===== config.mk =====
export PLATFORM = sky130hd
export DESIGN_NAME = idle_valve_step_controller_core
export DESIGN_NICKNAME = d
export VERILOG_FILES = /design/src/rtl/core/ivsc_pkg.sv /design/src/rtl/core/ivsc_regs.sv /design/src/rtl/core/ivsc_decide.sv /design/src/rtl/core/idle_valve_step_controller_core.sv
export SDC_FILE = /design/constraint.sdc
export NUM_CORES = 1
export LEC_CHECK = 0
export ABC_CLOCK_PERIOD_IN_PS = 8240
export BUFFER_PORTS_ARGS = -buffer_cell sky130_fd_sc_hd__buf_4
export CORE_MARGIN = 10
export CORE_UTILIZATION = 40
export CTS_CLUSTER_DIAMETER = 100
export DETAILED_ROUTE_END_ITERATION = 6
export HOLD_SLACK_MARGIN = 0.1
export MAX_ROUTING_LAYER = met4
export PLACE_DENSITY = 0.65
export SLEW_MARGIN = 25
export SYNTH_ARGS = -nofsm -noshare
export SYNTH_HDL_FRONTEND = slang
export SYNTH_HIERARCHICAL = 1
export SYNTH_SLANG_ARGS = --single-unit

===== constraint.sdc =====
create_clock -name clk -period 8.24 [get_ports clk]
set_clock_uncertainty 0.05 [all_clocks]
set_input_delay 0.412 -clock clk [delete_from_list [all_inputs] [get_ports clk]]
set_output_delay 0.412 -clock clk [all_outputs]
set_load 0.02 [all_outputs]

===== src/rtl/core/ivsc_pkg.sv =====
// Shared types and constants of the idle valve step controller.
`default_nettype none
package ivsc_pkg;

  localparam int TEMP_W = 16;
  localparam int POS_W  = 10;
  localparam int CNT_W  = 8;
  localparam int ERR_W  = 12;
  localparam int ADDR_W = 5;
  localparam int DATA_W = 32;

  typedef enum logic [1:0] {
    ACT_NONE  = 2'd0,
    ACT_OPEN  = 2'd1,
    ACT_CLOSE = 2'd2,
    ACT_STOP  = 2'd3
  } action_t;

  typedef enum logic [2:0] {
    REG_PERIOD_TICKS = 3'd0,
    REG_CALIB_TICKS  = 3'd1,
    REG_STEP_LIMIT   = 3'd2,
    REG_DEADBAND     = 3'd3,
    REG_WORK_POWER   = 3'd4,
    REG_CALIB_POWER  = 3'd5
  } reg_index_t;

  localparam logic [CNT_W-1:0] RST_PERIOD_TICKS = 8'd2;
  localparam logic [CNT_W-1:0] RST_CALIB_TICKS  = 8'd15;
  localparam logic [POS_W-1:0] RST_STEP_LIMIT   = 10'd30;
  localparam logic [POS_W-1:0] RST_DEADBAND     = 10'd20;
  localparam logic [POS_W-1:0] RST_WORK_POWER   = 10'd700;
  localparam logic [POS_W-1:0] RST_CALIB_POWER  = 10'd1000;

  localparam logic [POS_W-1:0] FULL_OPEN = 10'd1000;
  localparam logic [CNT_W-1:0] CNT_MAX   = 8'd255;

  localparam logic signed [TEMP_W-1:0] TEMP_COLD  = 16'sd40;
  localparam logic signed [TEMP_W-1:0] TEMP_COOL  = 16'sd50;
  localparam logic signed [TEMP_W-1:0] TEMP_WARM  = 16'sd70;
  localparam logic signed [TEMP_W-1:0] TEMP_HOT   = 16'sd85;

  localparam logic [POS_W-1:0] TARGET_COLD = 10'd1000;
  localparam logic [POS_W-1:0] TARGET_COOL = 10'd800;
  localparam logic [POS_W-1:0] TARGET_WARM = 10'd500;
  localparam logic [POS_W-1:0] TARGET_HOT  = 10'd300;
  localparam logic [POS_W-1:0] TARGET_IDLE = 10'd250;

  typedef struct packed {
    logic [CNT_W-1:0] period_ticks;
    logic [CNT_W-1:0] calib_ticks;
    logic [POS_W-1:0] step_limit;
    logic [POS_W-1:0] deadband;
    logic [POS_W-1:0] work_power;
    logic [POS_W-1:0] calib_power;
  } cfg_t;

  typedef struct packed {
    logic [POS_W-1:0] valve_position;
    logic [CNT_W-1:0] period_count;
    logic [CNT_W-1:0] calib_count;
    logic             is_calibrated;
  } state_t;

  typedef struct packed {
    action_t          action;
    logic [POS_W-1:0] drive;
    logic [POS_W-1:0] position;
    logic             calibrated;
  } result_t;

endpackage
`default_nettype wire


===== src/rtl/core/ivsc_regs.sv =====
// APB configuration registers of the idle valve step controller.
`default_nettype none
module ivsc_regs (
  input  logic                            clk,
  input  logic                            rst,
  input  logic                            psel,
  input  logic                            penable,
  input  logic                            pwrite,
  input  logic [ivsc_pkg::ADDR_W-1:0]     paddr,
  input  logic [ivsc_pkg::DATA_W-1:0]     pwdata,
  output logic [ivsc_pkg::DATA_W-1:0]     prdata,
  output logic                            pready,
  output ivsc_pkg::cfg_t                  cfg
);

  ivsc_pkg::reg_index_t sel;
  logic                 wr_en;

  assign sel    = ivsc_pkg::reg_index_t'(paddr[ivsc_pkg::ADDR_W-1:2]);
  assign wr_en  = psel && penable && pwrite;
  assign pready = 1'b1;

  always_ff @(posedge clk) begin
    if (rst) begin
      cfg.period_ticks <= ivsc_pkg::RST_PERIOD_TICKS;
      cfg.calib_ticks  <= ivsc_pkg::RST_CALIB_TICKS;
      cfg.step_limit   <= ivsc_pkg::RST_STEP_LIMIT;
      cfg.deadband     <= ivsc_pkg::RST_DEADBAND;
      cfg.work_power   <= ivsc_pkg::RST_WORK_POWER;
      cfg.calib_power  <= ivsc_pkg::RST_CALIB_POWER;
    end else if (wr_en) begin
      unique case (sel)
        ivsc_pkg::REG_PERIOD_TICKS: cfg.period_ticks <= pwdata[ivsc_pkg::CNT_W-1:0];
        ivsc_pkg::REG_CALIB_TICKS:  cfg.calib_ticks  <= pwdata[ivsc_pkg::CNT_W-1:0];
        ivsc_pkg::REG_STEP_LIMIT:   cfg.step_limit   <= pwdata[ivsc_pkg::POS_W-1:0];
        ivsc_pkg::REG_DEADBAND:     cfg.deadband     <= pwdata[ivsc_pkg::POS_W-1:0];
        ivsc_pkg::REG_WORK_POWER:   cfg.work_power   <= pwdata[ivsc_pkg::POS_W-1:0];
        ivsc_pkg::REG_CALIB_POWER:  cfg.calib_power  <= pwdata[ivsc_pkg::POS_W-1:0];
        default: ;
      endcase
    end
  end

  always_comb begin
    prdata = '0;
    unique case (sel)
      ivsc_pkg::REG_PERIOD_TICKS: prdata = {24'd0, cfg.period_ticks};
      ivsc_pkg::REG_CALIB_TICKS:  prdata = {24'd0, cfg.calib_ticks};
      ivsc_pkg::REG_STEP_LIMIT:   prdata = {22'd0, cfg.step_limit};
      ivsc_pkg::REG_DEADBAND:     prdata = {22'd0, cfg.deadband};
      ivsc_pkg::REG_WORK_POWER:   prdata = {22'd0, cfg.work_power};
      ivsc_pkg::REG_CALIB_POWER:  prdata = {22'd0, cfg.calib_power};
      default:                    prdata = '0;
    endcase
  end

endmodule
`default_nettype wire


===== src/rtl/core/ivsc_decide.sv =====
// Per-tick decision logic: calibration and position control for one item.
`default_nettype none
module ivsc_decide (
  input  ivsc_pkg::cfg_t                      cfg,
  input  ivsc_pkg::state_t                    state,
  input  logic signed [ivsc_pkg::TEMP_W-1:0]  temperature,
  output ivsc_pkg::state_t                    state_next,
  output ivsc_pkg::result_t                   result
);

  logic [ivsc_pkg::POS_W-1:0]        target;
  logic signed [ivsc_pkg::ERR_W-1:0] err;
  logic signed [ivsc_pkg::ERR_W-1:0] band;
  logic [ivsc_pkg::ERR_W-1:0]        err_abs;
  logic [ivsc_pkg::POS_W-1:0]        mag;
  logic [ivsc_pkg::CNT_W-1:0]        calib_inc;
  logic [ivsc_pkg::CNT_W-1:0]        period_inc;

  // Target position from temperature thresholds.
  always_comb begin
    priority if (temperature < ivsc_pkg::TEMP_COLD) target = ivsc_pkg::TARGET_COLD;
    else if (temperature < ivsc_pkg::TEMP_COOL)     target = ivsc_pkg::TARGET_COOL;
    else if (temperature < ivsc_pkg::TEMP_WARM)     target = ivsc_pkg::TARGET_WARM;
    else if (temperature < ivsc_pkg::TEMP_HOT)      target = ivsc_pkg::TARGET_HOT;
    else                                            target = ivsc_pkg::TARGET_IDLE;
  end

  assign err     = $signed({2'b00, target}) - $signed({2'b00, state.valve_position});
  assign band    = $signed({2'b00, cfg.deadband});
  assign err_abs = err[ivsc_pkg::ERR_W-1] ? ivsc_pkg::ERR_W'(-err) : ivsc_pkg::ERR_W'(err);
  // Limit the move to the step limit; step_limit fits in the position width.
  assign mag = (err_abs > {2'b00, cfg.step_limit}) ? cfg.step_limit
                                                   : err_abs[ivsc_pkg::POS_W-1:0];

  assign calib_inc  = (state.calib_count == ivsc_pkg::CNT_MAX) ? state.calib_count
                                                               : state.calib_count + 1'b1;
  assign period_inc = (state.period_count == ivsc_pkg::CNT_MAX) ? state.period_count
                                                                 : state.period_count + 1'b1;

  always_comb begin
    state_next    = state;
    result.action = ivsc_pkg::ACT_NONE;
    result.drive  = '0;
    if (!state.is_calibrated) begin
      state_next.calib_count = calib_inc;
      if (calib_inc == ivsc_pkg::CNT_W'(1)) begin
        result.action = ivsc_pkg::ACT_OPEN;
        result.drive  = cfg.calib_power;
      end
      // Finishing wins over the opening on the same tick.
      if (calib_inc >= cfg.calib_ticks) begin
        result.action            = ivsc_pkg::ACT_STOP;
        result.drive             = '0;
        state_next.valve_position = ivsc_pkg::FULL_OPEN;
        state_next.is_calibrated  = 1'b1;
      end
    end else begin
      state_next.period_count = period_inc;
      if (period_inc >= cfg.period_ticks) begin
        state_next.period_count = '0;
        priority if (err > band) begin
          result.action             = ivsc_pkg::ACT_OPEN;
          result.drive              = cfg.work_power;
          state_next.valve_position = state.valve_position + mag;
        end else if (err < -band) begin
          result.action             = ivsc_pkg::ACT_CLOSE;
          result.drive              = cfg.work_power;
          state_next.valve_position = state.valve_position - mag;
        end else begin
          result.action = ivsc_pkg::ACT_STOP;
        end
      end
    end
    result.position   = state_next.valve_position;
    result.calibrated = state_next.is_calibrated;
  end

endmodule
`default_nettype wire


===== src/rtl/core/idle_valve_step_controller_core.sv =====
// Top level of the idle valve step controller: input register, decision, result register.
// A tick accepted into the input register moves into the result register when that slot
// is free; one tick is accepted per cycle while the result side does not stall, as
// position and counters are updated combinationally between the two registers.
// A stalled result holds the input register and then drops in_ready.
// Reset (synchronous, active high) loads the default configuration, sets the
// position to full open, clears both counters and the calibrated flag, and
// empties both registers.
`default_nettype none
module idle_valve_step_controller_core (
  input  logic                               clk,
  input  logic                               rst,
  input  logic                               psel,
  input  logic                               penable,
  input  logic                               pwrite,
  input  logic [ivsc_pkg::ADDR_W-1:0]        paddr,
  input  logic [ivsc_pkg::DATA_W-1:0]        pwdata,
  output logic [ivsc_pkg::DATA_W-1:0]        prdata,
  output logic                               pready,
  input  logic                               in_valid,
  output logic                               in_ready,
  input  logic signed [ivsc_pkg::TEMP_W-1:0] temperature,
  output logic                               out_valid,
  input  logic                               out_ready,
  output logic [1:0]                         action,
  output logic [ivsc_pkg::POS_W-1:0]         drive,
  output logic [ivsc_pkg::POS_W-1:0]         position,
  output logic                               calibrated
);

  ivsc_pkg::cfg_t                     cfg;
  ivsc_pkg::state_t                   state;
  ivsc_pkg::state_t                   state_next;
  ivsc_pkg::result_t                  result_next;
  ivsc_pkg::result_t                  result;
  logic                               in_full;
  logic signed [ivsc_pkg::TEMP_W-1:0] temp_q;
  logic                               advance;

  ivsc_regs u_regs (
    .clk     (clk),
    .rst     (rst),
    .psel    (psel),
    .penable (penable),
    .pwrite  (pwrite),
    .paddr   (paddr),
    .pwdata  (pwdata),
    .prdata  (prdata),
    .pready  (pready),
    .cfg     (cfg)
  );

  ivsc_decide u_decide (
    .cfg         (cfg),
    .state       (state),
    .temperature (temp_q),
    .state_next  (state_next),
    .result      (result_next)
  );

  // Move the held item into the result register when that slot is free.
  assign advance  = in_full && (!out_valid || out_ready);
  assign in_ready = !in_full || advance;

  always_ff @(posedge clk) begin
    if (rst) begin
      in_full <= 1'b0;
    end else if (in_valid && in_ready) begin
      in_full <= 1'b1;
    end else if (advance) begin
      in_full <= 1'b0;
    end
  end

  always_ff @(posedge clk) begin
    if (in_valid && in_ready) begin
      temp_q <= temperature;
    end
  end

  always_ff @(posedge clk) begin
    if (rst) begin
      state.valve_position <= ivsc_pkg::FULL_OPEN;
      state.period_count   <= '0;
      state.calib_count    <= '0;
      state.is_calibrated  <= 1'b0;
    end else if (advance) begin
      state <= state_next;
    end
  end

  always_ff @(posedge clk) begin
    if (rst) begin
      out_valid <= 1'b0;
    end else if (advance) begin
      out_valid <= 1'b1;
    end else if (out_ready) begin
      out_valid <= 1'b0;
    end
  end

  always_ff @(posedge clk) begin
    if (advance) begin
      result <= result_next;
    end
  end

  assign action     = result.action;
  assign drive      = result.drive;
  assign position   = result.position;
  assign calibrated = result.calibrated;

endmodule
`default_nettype wire


==> metrics <==
GRT Residual Overflow=0; critical path class=reg -> reg; WP data required=8460 ps; Clock Path Buffers=2; DRT antenna net count=0; met1 Use GR=19.46%; Reg clk slew, reported paths=60 ps; CTS Buf Count=17; unrepaired setup endpoints after global routing=false; CP startpoint kind=register; fill count=2296; Die Span X=173.8 microns; Yosys warning count=6; Hold/Removal Path Class=in -> reg; synth top area cells=dfxtp_1, edfxtp_1, ha_1; met3 usage=3.202%; met2 Usage GRT=26.90%; Clk Latency, worst-skew pair=420 ps; Storage cell area=0.002874 sq mm; min-delay src=temperature[2]; All-Layer GR Usage=16.21%; drt via density=5.437; final worst path period share=93.95%; post-synth top area share=17.98%; wire per inst=16.87 microns; worst slew pin tran=932.3 ps; #FFs+latches synth=124; EDFF count, synth=39; sequential area share after synthesis=30.36%; PnR Total Power=1.827 mW; TritonCTS Sinks=124; reg-to-reg slack, setup=500 ps; Synth Area in Adders=10.95%; routability cong.=0.9338; root buf cell=clkbuf_16; number of max-cap violations=0; commonest cells after routing, fill and taps aside=nor2_1, mux2i_1, dfxtp_1, nand2b_1, buf_4; Synth Area in XOR/XNOR=2.869%; Mean Syn Cell Area=8.836 sq um; Slew HR=37.62%; Max stage delay on crit path=550 ps; Ant. Diodes=0; routed via count=7840; GR peak layer=met2; footprint of the multi-input gates=0.005882 sq mm; post-synth top area cell=dfxtp_1; layout cells sized above 1=13.54%; status=finished clean; path depth of the worst reg2reg path=31; largest net degree at the start of global routing=106; Total Neg Setup Slack=0 ps; reg2reg start=temp_q[10]; core area=0.02340 sq mm; Critical Path Slowest Stage Cell=or4_1; Period minus WS final=7742 ps; Max Clock Freq=129.2 MHz; CP endpoint kind=register; commonest non-fill, non-tap cell in the layout=nor2_1; std cell rows=56; Synth Area in Simple Gates=18.71%; DR pass1 iterations=7; critical path peak fanout=16; Mapped Area=0.009463 sq mm; Endpoint, Worst Hold=temp_q[2]; Die H=173.8 microns; post-synthesis mux area share=11.40%; Initial Util=40.44%; Arr. time, crit path=7960 ps; Final setup viols=0; final hold violations=0; H-tree depth=4; most used cell, CP=ha_1; Worst R2R End=state[26]; Port Buffers=70; Routed Wire Length=24.32 mm; Die ar.=0.03021 sq mm; hold depth=1; Final HPWL DP=17.97 mm; post-synthesis cell type count=84; pwr dens=171.5 mW/mm^2; Cells after Synth=1071; Peak VDD IR=0.1015 mV; Finished Core Util=45.53%; Post-synth ARST share=0%; DRC violations left=0; final net count=1251; max-slew violation count=0; P&R area growth vs syn=12.59%; First DRT Iteration DRCs=526; Synth Flop Type=dfxtp_1; Leak=4.553 nW; CTS tree=yes; Top Ports=118; largest family of logic cells by synthesized area=simple AND/OR/NAND/NOR gates; Final WS setup=498.1 ps; initial antenna violation count=0; vias in the first global route=7671; post-synthesis compound-gate area fraction=17.14%; first-pass GRT wire length=39.46 mm; Place WS=353.8 ps
==> worst max path at each step <==
| stage | to | slack [ps] | cells past startpoint | startpoint |
|---|---|---|---|---|
| floorplan | state[26] | 570 | 35 | temp_q[10] |
| global placement | state[26] | 410 | 31 | temp_q[10] |
| detailed placement | state[26] | 350 | 31 | temp_q[10] |
| CTS | state[26] | 320 | 31 | temp_q[10] |
| global route | state[26] | 60 | 31 | temp_q[10] |
| finish | state[26] | 500 | 31 | temp_q[10] |
==> layout make-up <==
class / instances / share of cell area (%)
multi-input cells: 807 / 55.21
clock inverters: 7 / 0.7164
well taps: 319 / 3.746
repair buffers: 80 / 5.637
flip-flops and latches: 124 / 26.98
clock buffers: 25 / 4.874
inverters: 80 / 2.842
==> timing repair <==
item                                   4_1_cts  5_1_grt
resized for setup                            0        2
hold buffers                                 0        0
buffers inserted                             0        0
setup endpoints to repair                    0        2
endpoints found under the hold margin        0        0
==> per-stage QoR <==
step | instances | hold slack, ps | instance area [sq um]
3_3_place_gp | 1410 | 424.8 | 10040
6_report | 1442 | 126.0 | 10650
2_1_floorplan | 1092 | 397.5 | 9542
5_1_grt | 1442 | 106.9 | 10650
4_1_cts | 1442 | 104.8 | 10640
3_5_place_dp | 1410 | 434.8 | 10040
==> cells by family (layout without fill, tap and decap cells) <==
group / count (synthesis) / in the layout
muxes: 105 / 105
AOI/OAI and AO/OA: 239 / 239
buffers and inverters: 161 / 192
xor gates and xnor gates: 31 / 31
DFF: 124 / 124
adders and majority gates: 81 / 81
other: 2 / 23
and+or+nand+nor: 328 / 328
==> critical path, delay by kind of cell, from the launching register on <==
| family | cells | cell delay (ps) |
|---|---|---|
| AND/OR/NAND/NOR | 11 | 2700 |
| AO/OA/AOI/OAI | 12 | 2590 |
| adder cells (fa/ha/maj) | 3 | 920 |
| multiplexers | 3 | 590 |
| flip-flops | 1 | 350 |
| XOR/XNOR | 1 | 200 |
| buffers and inverters | 1 | 190 |
==> power by group <==
| part | internal [mW] | switching (mW) | leakage (nW) |
|---|---|---|---|
| sequential | 0.643 | 0.00642 | 1.04 |
| clock | 0.472 | 0.290 | 0.292 |
| combinational | 0.174 | 0.241 | 3.22 |
==> cells in the mapped netlist, drive strengths merged (9+ instances only) <==
cell	number
a21o	16
buf	50
nand3	28
nor2b	24
o221ai	11
nor3	14
ha	78
dfxtp	85
edfxtp	39
nand2b	81
a21oi	48
xnor2	23
mux2i	86
inv	80
o21a	9
or3	13
nand2	31
a22o	12
nor2	89
and3	12
clkbuf	31
o21ai	62
mux2	19
==> per-layer routing <==
layer / part of all wire [%] / wire, microns
met1: 45 / 10950
met2: 49 / 11830
met3: 4.6 / 1126
met4: 1.7 / 423
met5: 0 / 0
==> sequential cells by signal (all words and copies together), names as in the netlist <==
signal      count
out_valid       1
position       10
action          2
calibrated      1
temp_q         16
in_full         1
u_regs/cfg     56
state          27
drive          10
Power figures use the tool's default switching activity.
